## src/hdl/hid_keyboard_report_diff_defines.svh

```systemverilog
// ----------------------------------------------------------------------------
// hid_keyboard_report_diff_defines
// Assertion macros for the keyboard report differ.
// ----------------------------------------------------------------------------
`ifndef HID_KEYBOARD_REPORT_DIFF_DEFINES_SVH
`define HID_KEYBOARD_REPORT_DIFF_DEFINES_SVH

// Same-cycle implication, sampled on clk, off while rst_n is low.
`define HKRD_ASSERT_NOW(label, ante, cons) \
  label: assert property (@(posedge clk) disable iff (!rst_n) (ante) |-> (cons)) \
    else $error("hid_keyboard_report_diff: same-cycle check failed");

// Next-cycle implication, sampled on clk, off while rst_n is low.
`define HKRD_ASSERT_NEXT(label, ante, cons) \
  label: assert property (@(posedge clk) disable iff (!rst_n) (ante) |=> (cons)) \
    else $error("hid_keyboard_report_diff: next-cycle check failed");

`endif

```

## src/hdl/hkrd_pkg.sv

```systemverilog
// ----------------------------------------------------------------------------
// hkrd_pkg
// Shared types and constants of the keyboard report differ.
// ----------------------------------------------------------------------------
`default_nettype none

package hkrd_pkg;

  localparam int KEY_W     = 8;  // keycode width
  localparam int MAX_SLOTS = 6;  // slots in a boot keyboard report

  typedef logic [KEY_W-1:0] key_t;

  // One key event as it leaves the block.
  typedef struct packed {
    key_t key;
    logic is_press;
    logic last;
  } evt_t;

endpackage

`default_nettype wire

```

## src/hdl/hkrd_lane.sv

```systemverilog
// ----------------------------------------------------------------------------
// hkrd_lane
// One compare lane: flags a nonzero code that is absent from a report.
// ----------------------------------------------------------------------------
`default_nettype none

module hkrd_lane #(
  parameter int SLOTS = 6
) (
  input  wire hkrd_pkg::key_t             code,
  input  wire hkrd_pkg::key_t [SLOTS-1:0] report,
  output logic                            hit
);

  logic [SLOTS-1:0] match;

  always_comb begin
    for (int i = 0; i < SLOTS; i++) begin
      match[i] = (report[i] == code);
    end
  end

  assign hit = (code != '0) && (match == '0);

endmodule

`default_nettype wire

```

## src/hdl/hkrd_merge.sv

```systemverilog
// ----------------------------------------------------------------------------
// hkrd_merge
// Holds lane results of one report and sends them out one event a cycle, stalled while out_ready is low.
// ----------------------------------------------------------------------------
`default_nettype none

module hkrd_merge #(
  parameter int LANES = 12
) (
  input  wire                             clk,
  input  wire                             rst_n,
  input  wire                             ld,
  input  wire [LANES-1:0]                 ld_mask,
  input  wire hkrd_pkg::key_t [LANES-1:0] ld_codes,
  output logic                            ld_ready,
  output logic                            out_valid,
  input  wire                             out_ready,
  output hkrd_pkg::evt_t                  out_evt
);

  localparam int PRESS_LANES = LANES / 2;

  logic [LANES-1:0]           pend_r, pend_nxt;
  hkrd_pkg::key_t [LANES-1:0] code_r;
  logic                       out_valid_r, out_valid_nxt;
  hkrd_pkg::evt_t             evt_r, evt_nxt;

  logic [LANES-1:0] pick;
  logic [LANES-1:0] rem;
  logic             out_free;
  logic             pop;
  hkrd_pkg::key_t   pick_key;

  // lowest pending lane goes first: presses, then releases, slot order
  assign pick     = pend_r & (~pend_r + {{(LANES-1){1'b0}}, 1'b1});
  assign out_free = !out_valid_r || out_ready;
  assign pop      = (pend_r != '0) && out_free;
  assign rem      = pop ? (pend_r & ~pick) : pend_r;
  assign ld_ready = (rem == '0);

  always_comb begin
    pick_key = '0;
    for (int i = 0; i < LANES; i++) begin
      pick_key = pick_key | (code_r[i] & {hkrd_pkg::KEY_W{pick[i]}});
    end
  end

  always_comb begin
    pend_nxt      = ld ? ld_mask : rem;
    out_valid_nxt = out_valid_r;
    evt_nxt       = evt_r;
    if (pop) begin
      out_valid_nxt    = 1'b1;
      evt_nxt.key      = pick_key;
      evt_nxt.is_press = |pick[PRESS_LANES-1:0];
      evt_nxt.last     = (rem == '0);
    end else if (out_ready) begin
      out_valid_nxt = 1'b0;
    end
  end

  always_ff @(posedge clk) begin
    if (!rst_n) begin
      pend_r      <= '0;
      out_valid_r <= 1'b0;
    end else begin
      pend_r      <= pend_nxt;
      out_valid_r <= out_valid_nxt;
    end
  end

  always_ff @(posedge clk) begin
    evt_r <= evt_nxt;
    if (ld) begin
      code_r <= ld_codes;
    end
  end

  assign out_valid = out_valid_r;
  assign out_evt   = evt_r;

endmodule

`default_nettype wire

```

## src/hdl/hid_keyboard_report_diff.sv

```systemverilog
// ----------------------------------------------------------------------------
// hid_keyboard_report_diff
// Key press/release events from successive boot keyboard reports.
// ----------------------------------------------------------------------------
//
//  channel  | dir | payload                             | transaction
//  ---------+-----+-------------------------------------+-------------------------
//  in_      | in  | tdata: 6 keycodes, slot 0 lowest     | tvalid & tready
//  out_     | out | tdata: key, tuser: press, tlast: last| tvalid & tready
//
//  A report's events leave one per cycle while out_tready is high, at most
//  2*SLOTS of them per report, SLOTS being KEY_SLOTS capped at 6.
//  The output register drains pending events while the next report waits;
//  in_tready rises in the cycle the final pending event moves out.
//  rst_n (synchronous) clears the stored report, pending events and out_tvalid.
//  out_tready low stalls the output register and, while events are pending behind it, the input.
//
`default_nettype none

`include "hid_keyboard_report_diff_defines.svh"

module hid_keyboard_report_diff #(
  parameter int KEY_SLOTS = 6
) (
  input  wire         clk,
  input  wire         rst_n,
  // input reports
  input  wire         in_tvalid,
  output logic        in_tready,
  input  wire  [47:0] in_tdata,   // new_key_0 [7:0] .. new_key_5 [47:40]
  // key events
  output logic        out_tvalid,
  input  wire         out_tready,
  output logic [7:0]  out_tdata,  // event_key [7:0]
  output logic [0:0]  out_tuser,  // is_press [0]
  output logic        out_tlast   // last_event
);

  // slots beyond the report format are treated as absent
  localparam int SLOTS = (KEY_SLOTS > hkrd_pkg::MAX_SLOTS) ? hkrd_pkg::MAX_SLOTS
                                                           : KEY_SLOTS;
  localparam int LANES = 2 * SLOTS;

  hkrd_pkg::key_t [SLOTS-1:0] fresh;
  hkrd_pkg::key_t [SLOTS-1:0] prev_r;
  hkrd_pkg::key_t [LANES-1:0] lane_code;
  logic           [LANES-1:0] lane_hit;
  logic                       accept;
  hkrd_pkg::evt_t             evt;

  assign accept = in_tvalid && in_tready;

  // Lanes 0..SLOTS-1 look for presses (new slot missing from stored report),
  // lanes SLOTS..LANES-1 for releases (stored slot missing from new report).
  for (genvar i = 0; i < SLOTS; i++) begin : g_lane
    assign fresh[i]           = in_tdata[i*hkrd_pkg::KEY_W +: hkrd_pkg::KEY_W];
    assign lane_code[i]       = fresh[i];
    assign lane_code[SLOTS+i] = prev_r[i];

    hkrd_lane #(.SLOTS(SLOTS)) u_press (
      .code   (fresh[i]),
      .report (prev_r),
      .hit    (lane_hit[i])
    );

    hkrd_lane #(.SLOTS(SLOTS)) u_release (
      .code   (prev_r[i]),
      .report (fresh),
      .hit    (lane_hit[SLOTS+i])
    );
  end

  // stored report replaced on every accepted report
  always_ff @(posedge clk) begin
    if (!rst_n) begin
      prev_r <= '0;
    end else if (accept) begin
      prev_r <= fresh;
    end
  end

  hkrd_merge #(.LANES(LANES)) u_merge (
    .clk       (clk),
    .rst_n     (rst_n),
    .ld        (accept),
    .ld_mask   (lane_hit),
    .ld_codes  (lane_code),
    .ld_ready  (in_tready),
    .out_valid (out_tvalid),
    .out_ready (out_tready),
    .out_evt   (evt)
  );

  assign out_tdata = evt.key;
  assign out_tuser = evt.is_press;
  assign out_tlast = evt.last;

  // an empty slot never produces an event
  `HKRD_ASSERT_NOW(a_key_nonzero, out_tvalid, out_tdata != 8'd0)
  // events of one report go out without gaps
  `HKRD_ASSERT_NEXT(a_no_gap, out_tvalid && out_tready && !out_tlast, out_tvalid)
  // no new report is taken while more than the shown event is still pending
  `HKRD_ASSERT_NOW(a_hold_input, out_tvalid && !out_tready, !in_tready || out_tlast)

endmodule

`default_nettype wire

```

## config.mk

```make
export PLATFORM = sky130hd
export DESIGN_NAME = hid_keyboard_report_diff
export DESIGN_NICKNAME = d
export VERILOG_FILES = /design/src/hdl/hkrd_pkg.sv /design/src/hdl/hkrd_lane.sv /design/src/hdl/hkrd_merge.sv /design/src/hdl/hid_keyboard_report_diff.sv
export VERILOG_INCLUDE_DIRS = /design/src /design/src/hdl
export SDC_FILE = /design/constraint.sdc
export NUM_CORES = 1
export LEC_CHECK = 0
export BUFFER_PORTS_ARGS = -buffer_cell sky130_fd_sc_hd__buf_2
export CORE_MARGIN = 2
export CORE_UTILIZATION = 50
export CTS_CLUSTER_DIAMETER = 150
export DETAILED_ROUTE_END_ITERATION = 10
export PLACE_DENSITY = 0.78
export SLEW_MARGIN = 25
export SYNTH_ARGS = -nofsm -noshare
export SYNTH_HDL_FRONTEND = slang
export SYNTH_HIERARCHICAL = 1
export SYNTH_SLANG_ARGS = --single-unit
export TNS_END_PERCENT = 50
```

## constraint.sdc

```tcl
create_clock -name clk -period 3.5 [get_ports clk]
set_clock_uncertainty 0.15 [all_clocks]
set_input_delay 0.7 -clock clk [delete_from_list [all_inputs] [get_ports clk]]
set_output_delay 0.7 -clock clk [all_outputs]
set_load 0.01 [all_outputs]
```

# Yosys cells after proc, flatten, opt, wreduce, memory -nomap -nowiden
# Index checks and enable logic that the tools add are counted.
[classes]
multipliers = 0
n_div = 0
n_eq_ne = 72
shift = 0
n_bitwise = 27
add_sub_neg = 1
magnitude_cmp = 0
n_reduce_logical = 44
muxes = 4
[ops]
columns = ["cell", "count"]
rows = [
  ["$eq A8 B8 Y1", 72],
  ["$and A8 B8 Y8", 12],
  ["$reduce_bool A8 Y1", 12],
  ["$or A8 B8 Y8", 11],
  ["$logic_not A6 Y1", 12],
  ["$and A12 B12 Y12", 2],
  ["$mux W12", 2],
  ["$not A12 Y12", 2],
  ["$logic_and A1 B1 Y1", 14],
  ["$add A12 B1 Y12 const B", 1],
  ["$logic_not A12 Y1", 1],
  ["$reduce_bool A12 Y1", 1],
  ["$reduce_or A6 Y1", 1],
  ["$mux W1", 2],
  ["$reduce_bool A2 Y1", 1],
  ["$logic_not A1 Y1", 1],
  ["$logic_or A1 B1 Y1", 1],
]
[word_totals]
latch_bits = 0
mem_bits_rw = 0
elab_cells = 171
out_inout_bits = 12
input_bits = 52
reg_bits = 167
mem_bits_ro = 0
n_memories = 0

# Logic depth before layout (Yosys ltp)
[depth]
ltp_word = 15
ltp_mapped = 12
ltp_nobuf = 8

# Cells and area by module
# The synthesis kept the hierarchy.
[by_module_without_submodules]
columns = ["mod", "seq_area_each_um2", "cells_each", "n_inst", "area_per_inst_um2"]
rows = [
  ["hkrd_lane", 0.0, 77, 12, 655.6],
  ["hkrd_merge", 3443.3, 323, 1, 4674.5],
  ["hid_keyboard_report_diff", 960.9, 219, 1, 1895.6],
]

# Worst setup path before layout
# Ideal clock, no wire load.
[synth_timing]
kind = "input -> register"
from = "in out_tready"
to = "reg u_merge.pend_r[8]"
slack_ps = -69
arrival_ps = 3286
setup_ps = 132
path_buffers = 4
cell_stages = 12
required_ps = 3218
path_cell_list = "nor2b_1 -> clkbuf_1 -> or4_4 -> a21oi_2 -> o2111a_1 -> and2_4 -> buf_6 -> buf_6 -> inv_1 -> clkbuf_1 -> o311ai_0 -> a21oi_1"
[synth_between]
elab_chain_len = 6
[synth_rtl]
columns = ["item", "line", "text"]
rows = [
  ["start: declaration", "hid_keyboard_report_diff.sv:33", "input wire out_tready,"],
  ["$logic_or A1 B1 Y1", "hkrd_merge.sv:36", "assign out_free = !out_valid_r || out_ready;"],
  ["$logic_and A1 B1 Y1", "hkrd_merge.sv:37", "assign pop = (pend_r != '0) && out_free;"],
  ["$mux W12", "hkrd_merge.sv:38", "assign rem = pop ? (pend_r & ~pick) : pend_r;"],
  ["$logic_not A12 Y1", "hkrd_merge.sv:39", "assign ld_ready = (rem == '0);"],
  ["via in_tready", "hid_keyboard_report_diff.sv:29", "output logic in_tready,"],
  ["$logic_and A1 B1 Y1", "hid_keyboard_report_diff.sv:51", "assign accept = in_tvalid && in_tready;"],
  ["via accept", "hid_keyboard_report_diff.sv:48", "logic accept;"],
  ["$mux W12", "hkrd_merge.sv:49", "pend_nxt = ld ? ld_mask : rem;"],
  ["end signal: assignment", "hkrd_merge.sv:67", "pend_r <= pend_nxt;"],
  ["end: declaration", "hkrd_merge.sv:23", "logic [LANES-1:0] pend_r, pend_nxt;"],
]
# The timed path passes the listed nets, and every way through them passes these cells.
# A chain may end at the register's enable or synchronous reset.

# Worst setup path after layout
[layout_timing]
from = "reg u_merge.pend_r[1]"
to = "out in_tready"
[layout_between]
elab_chain_len = 7
elab_cells_between_ends = 9
classes_between = "add/sub (1); mux (1); bitwise (4); reduce/logical (3)"
[layout_rtl]
columns = ["item", "line", "text"]
rows = [
  ["$not A12 Y12", "hkrd_merge.sv:35", "assign pick = pend_r & (~pend_r + {{(LANES-1){1'b0}}, 1'b1});"],
  ["$add A12 B1 Y12", "hkrd_merge.sv:35", ""],
  ["$and A12 B12 Y12", "hkrd_merge.sv:35", ""],
  ["$not A12 Y12", "hkrd_merge.sv:38", ""],
  ["$and A12 B12 Y12", "hkrd_merge.sv:38", ""],
  ["$mux W12 (*)", "hkrd_merge.sv:38", ""],
  ["$logic_not A12 Y1 (*)", "hkrd_merge.sv:39", ""],
  ["end: declaration", "hid_keyboard_report_diff.sv:29", ""],
]
# Every way passes the cells marked *; elsewhere a longest branch is shown, timed or not.

==> results.txt <==
----------------------------------------------------
[Status]
  Run status ... complete, no violations

[Timing]
  Shortest clock period the worst path allows after layout ... 3330 ps
  Final number of max-transition violations ... 0
  PnR worst setup slack ... 171 ps
  Fin crit share ... 95.1%
  Final hold slack ... 336 ps
  Aggregate negative setup slack ... 0 ps
  Least-Margin Pin Slew ... 1030 ps
  Relative slew slack ... 31.5%
  Final hold violations ... 0
  RSZ-0062 raised after global routing ... no
  Highest clock rate ... 300 MHz
  Count of final setup violators ... 0

[Synth]
  Distinct cell type count of the synthesized netlist ... 51
  Most used flip-flop cell after synthesis ... sky130_fd_sc_hd__edfxtp_1
  Average size of a mapped cell ... 9.85 um2
  Net count of the mapped netlist ... 1518
  Warnings from Yosys ... 6
  EDFF count, synth ... 106
  Sequential cell area fraction in the yosys report ... 30.5%
  Synth async-reset ratio ... 0%
  Yosys reg bits ... 167
  Total standard cell area after synthesis ... 0.0144 mm2
  Cell count after synthesis ... 1466

[Clocking]
  Total number of clock tree sinks ... 167
  Number of instances resized during post-cts repair ... 0
  CTS clk-pin slew, worst paths ... 80 ps
  CTS tree ... built
  Buffer cell driving the clock tree root ... sky130_fd_sc_hd__clkbuf_16
  Bufs on Longest Clock Path ... 2
  Insertion delay to the later sink of the worst-skew pair ... 440 ps
  Number of clock buffers inserted by TritonCTS ... 17
  Hold-fix buffers, CTS ... 0
  Max H-tree Level ... 4
  Number of setup buffers added after CTS ... 0

[Global routing]
  Vias in the first global route ... 11500
  Final global-route overflow total ... 0
  Largest net degree at the start of global routing ... 62
  Global Route Usage Sum ... 29.9%
  First-pass GRT wire length ... 69.0 mm
  Antenna violations before repair ... 2

[Placed design]
  Number of cells in the design after placement ... 1830
  Cell area after placement ... 0.0144 mm2
  Placement Setup Slack ... 439 ps
  DP HPWL ... 30.1 mm
  RePlAce Congestion ... 0.936
  Buffers on Ports ... 63

[Route]
  Final routed wire length divided by cell count ... 24.5 um
  Routed wire length ... 45.6 mm
  Number of vias per cell after detailed routing ... 6.44
  Number of nets still failing antenna checks after routing ... 0
  Remaining DRCs ... 0
  DR vias ... 12000
  DR iter-0 viols ... 1924
  DR pass1 iterations ... 5

[Critical path]
  Data arrival time at the worst-slack endpoint ... 2480 ps
  Launching element type of the critical path ... flop
  Category of the most critical setup path ... flop to primary output
  Cell count of the worst reg-to-reg path ... 8
  Startpoint of the most critical register-to-register path ... u_merge/pend_r[1]$_SDFF_PN0_
  Flop-to-flop setup slack ... 440 ps
  Critical Path Fanout Max ... 15
  Required time worst endpoint ... 2650 ps
  Launching instance or port of the critical path ... u_merge/pend_r[1]$_SDFF_PN0_
  Crit path capture type ... primary output
  Destination of the worst register-to-register timing path ... u_merge/code_r[69]$_DFFE_PP_
  Termination of the worst setup path ... in_tready

[Die]
  Width of the die ... 174 um
  Total core area ... 0.0285 mm2
  Die Footprint ... 0.0302 mm2
  Number of rows created at floorplan ... 62
  Number of top-level pins ... 64
  Starting density of the core ... 50.6%
  Height of the die ... 174 um

[Flow run]
  Number of maximum-capacitance constraint violations ... 0

[Layout]
  Core utilization of the finished layout ... 52.7%
  Final-layout fill cell count ... 2475
  Area added between synthesis and finish ... 4.21%
  Leading cell type in the layout, fill and taps excluded ... sky130_fd_sc_hd__xnor2_1
  Nets ... 1517
  Layout Cells excl Fill ... 1863
  Fraction of layout cells with a size suffix above 1 ... 14.8%
  Most frequent cells in the layout ... 480 x sky130_fd_sc_hd__xnor2_1, 156 x sky130_fd_sc_hd__nand4_1, 106 x sky130_fd_sc_hd__edfxtp_1, 103 x sky130_fd_sc_hd__nand2_1, 84 x sky130_fd_sc_hd__xor2_1
  Post-route design area ... 0.0150 mm2

[Power and ir drop]
  Power per cell area ... 911 mW/mm2
  Peak supply drop ... 0.577 mV
  Gate power share ... 52.8%
  Relative contribution of the clock network to total power ... 14.4%
  Switching Share ... 46.9%
  Total power of the final layout ... 13.7 mW
  Net switching power figure ... 6.43 mW
  Sequential share of power ... 32.7%
  Power Internal ... 7.27 mW
  Leak Pwr ... 4.57 nW

[Hold path]
  Path class of the lowest-slack min-delay path ... flop to flop

----------------------------------------------------
## critical path: stages (launching register included)
cell                       delay (ps)
sky130_fd_sc_hd__dfxtp_1          320
sky130_fd_sc_hd__buf_4            200
sky130_fd_sc_hd__nor3_1           430
sky130_fd_sc_hd__nand3_1          290
sky130_fd_sc_hd__o31ai_1          340
sky130_fd_sc_hd__o2111a_2         300
sky130_fd_sc_hd__buf_2            160
## worst min-delay path by stage
stage,start,end,slack [ps],cells after the start
final,lane_code[76]$_SDFFE_PN0P_,u_merge/code_r[76]$_DFFE_PP_,340,0
after global routing,lane_code[76]$_SDFFE_PN0P_,u_merge/code_r[76]$_DFFE_PP_,340,0
after detailed placement,lane_code[76]$_SDFFE_PN0P_,u_merge/code_r[76]$_DFFE_PP_,310,0
after global placement,lane_code[76]$_SDFFE_PN0P_,u_merge/code_r[76]$_DFFE_PP_,300,0
after CTS,lane_code[76]$_SDFFE_PN0P_,u_merge/code_r[76]$_DFFE_PP_,330,0
after floorplan,u_merge/pend_r[8]$_SDFF_PN0_,u_merge/pend_r[8]$_SDFF_PN0_,350,2
## cell type report
class | count | area, um2 | share of cell area [%]
Antenna cell | 1 | 2.50 | 0.0166
Clock buffer | 17 | 425 | 2.83
Clock inverter | 15 | 204 | 1.36
Inverter | 12 | 45.0 | 0.299
Multi-Input combinational cell | 1142 | 8640 | 57.4
Sequential cell | 167 | 4400 | 29.3
Tap cell | 384 | 480 | 3.19
Timing Repair Buffer | 125 | 843 | 5.60
## registers in the layout (all words and copies together), names as in the netlist
signal / count
u_merge/code_r: 96
u_merge/pend_r: 12
u_merge/out_valid: 1
lane_code: 48
u_merge/out_evt: 10
## synthesized netlist by cell type (all sizes together) (2+ instances only)
cell type / n / area share [%]
xnor2: 480 / 29
nand4: 168 / 7.8
buf: 125 / 8.8
edfxtp: 106 / 22
nand2: 103 / 2.7
xor2: 96 / 6.4
o21ai: 75 / 3.1
dfxtp: 61 / 8.5
nor4: 60 / 3.1
a21oi: 27 / 0.96
a22oi: 24 / 1.2
clkbuf: 20 / 0.52
nor2: 18 / 0.47
inv: 12 / 0.31
nor3: 12 / 0.42
o22ai: 12 / 0.52
a2111o: 8 / 0.62
a221o: 8 / 0.55
nand3b: 8 / 0.42
o221ai: 8 / 0.49
nand3: 5 / 0.17
nor2b: 4 / 0.17
o211ai: 3 / 0.16
o311ai: 3 / 0.18
a21o: 2 / 0.10
and2: 2 / 0.10
nand2b: 2 / 0.087
## metal layers
layer,track usage [%],vias up,wire (um)
li1,-,5166,-
met1,39.9,5660,16800
met2,44.8,975,19500
met3,8.77,201,6860
met4,13.8,2,2420
met5,0,-,13
## cell families after synthesis
family | count (synthesis) | share of synthesized area, %
compound gates | 179 | 8.53
xor+xnor | 576 | 35.6
buf+inv | 157 | 9.65
flops | 167 | 30.5
mux | 2 | 0.147
simple gates | 385 | 15.6
## power by group through the flow
stage / Sequential (mW) / Clock, mW / Combinational, mW
after floorplan: 4.00 / 0 / 5.64
after global placement: 4.46 / 0 / 6.78
after detailed placement: 4.49 / 0 / 7.00
after CTS: 4.45 / 1.99 / 7.07
after global routing: 4.58 / 2.07 / 7.75
final: 4.49 / 1.98 / 7.24
(Power assumes the default switching activity.)
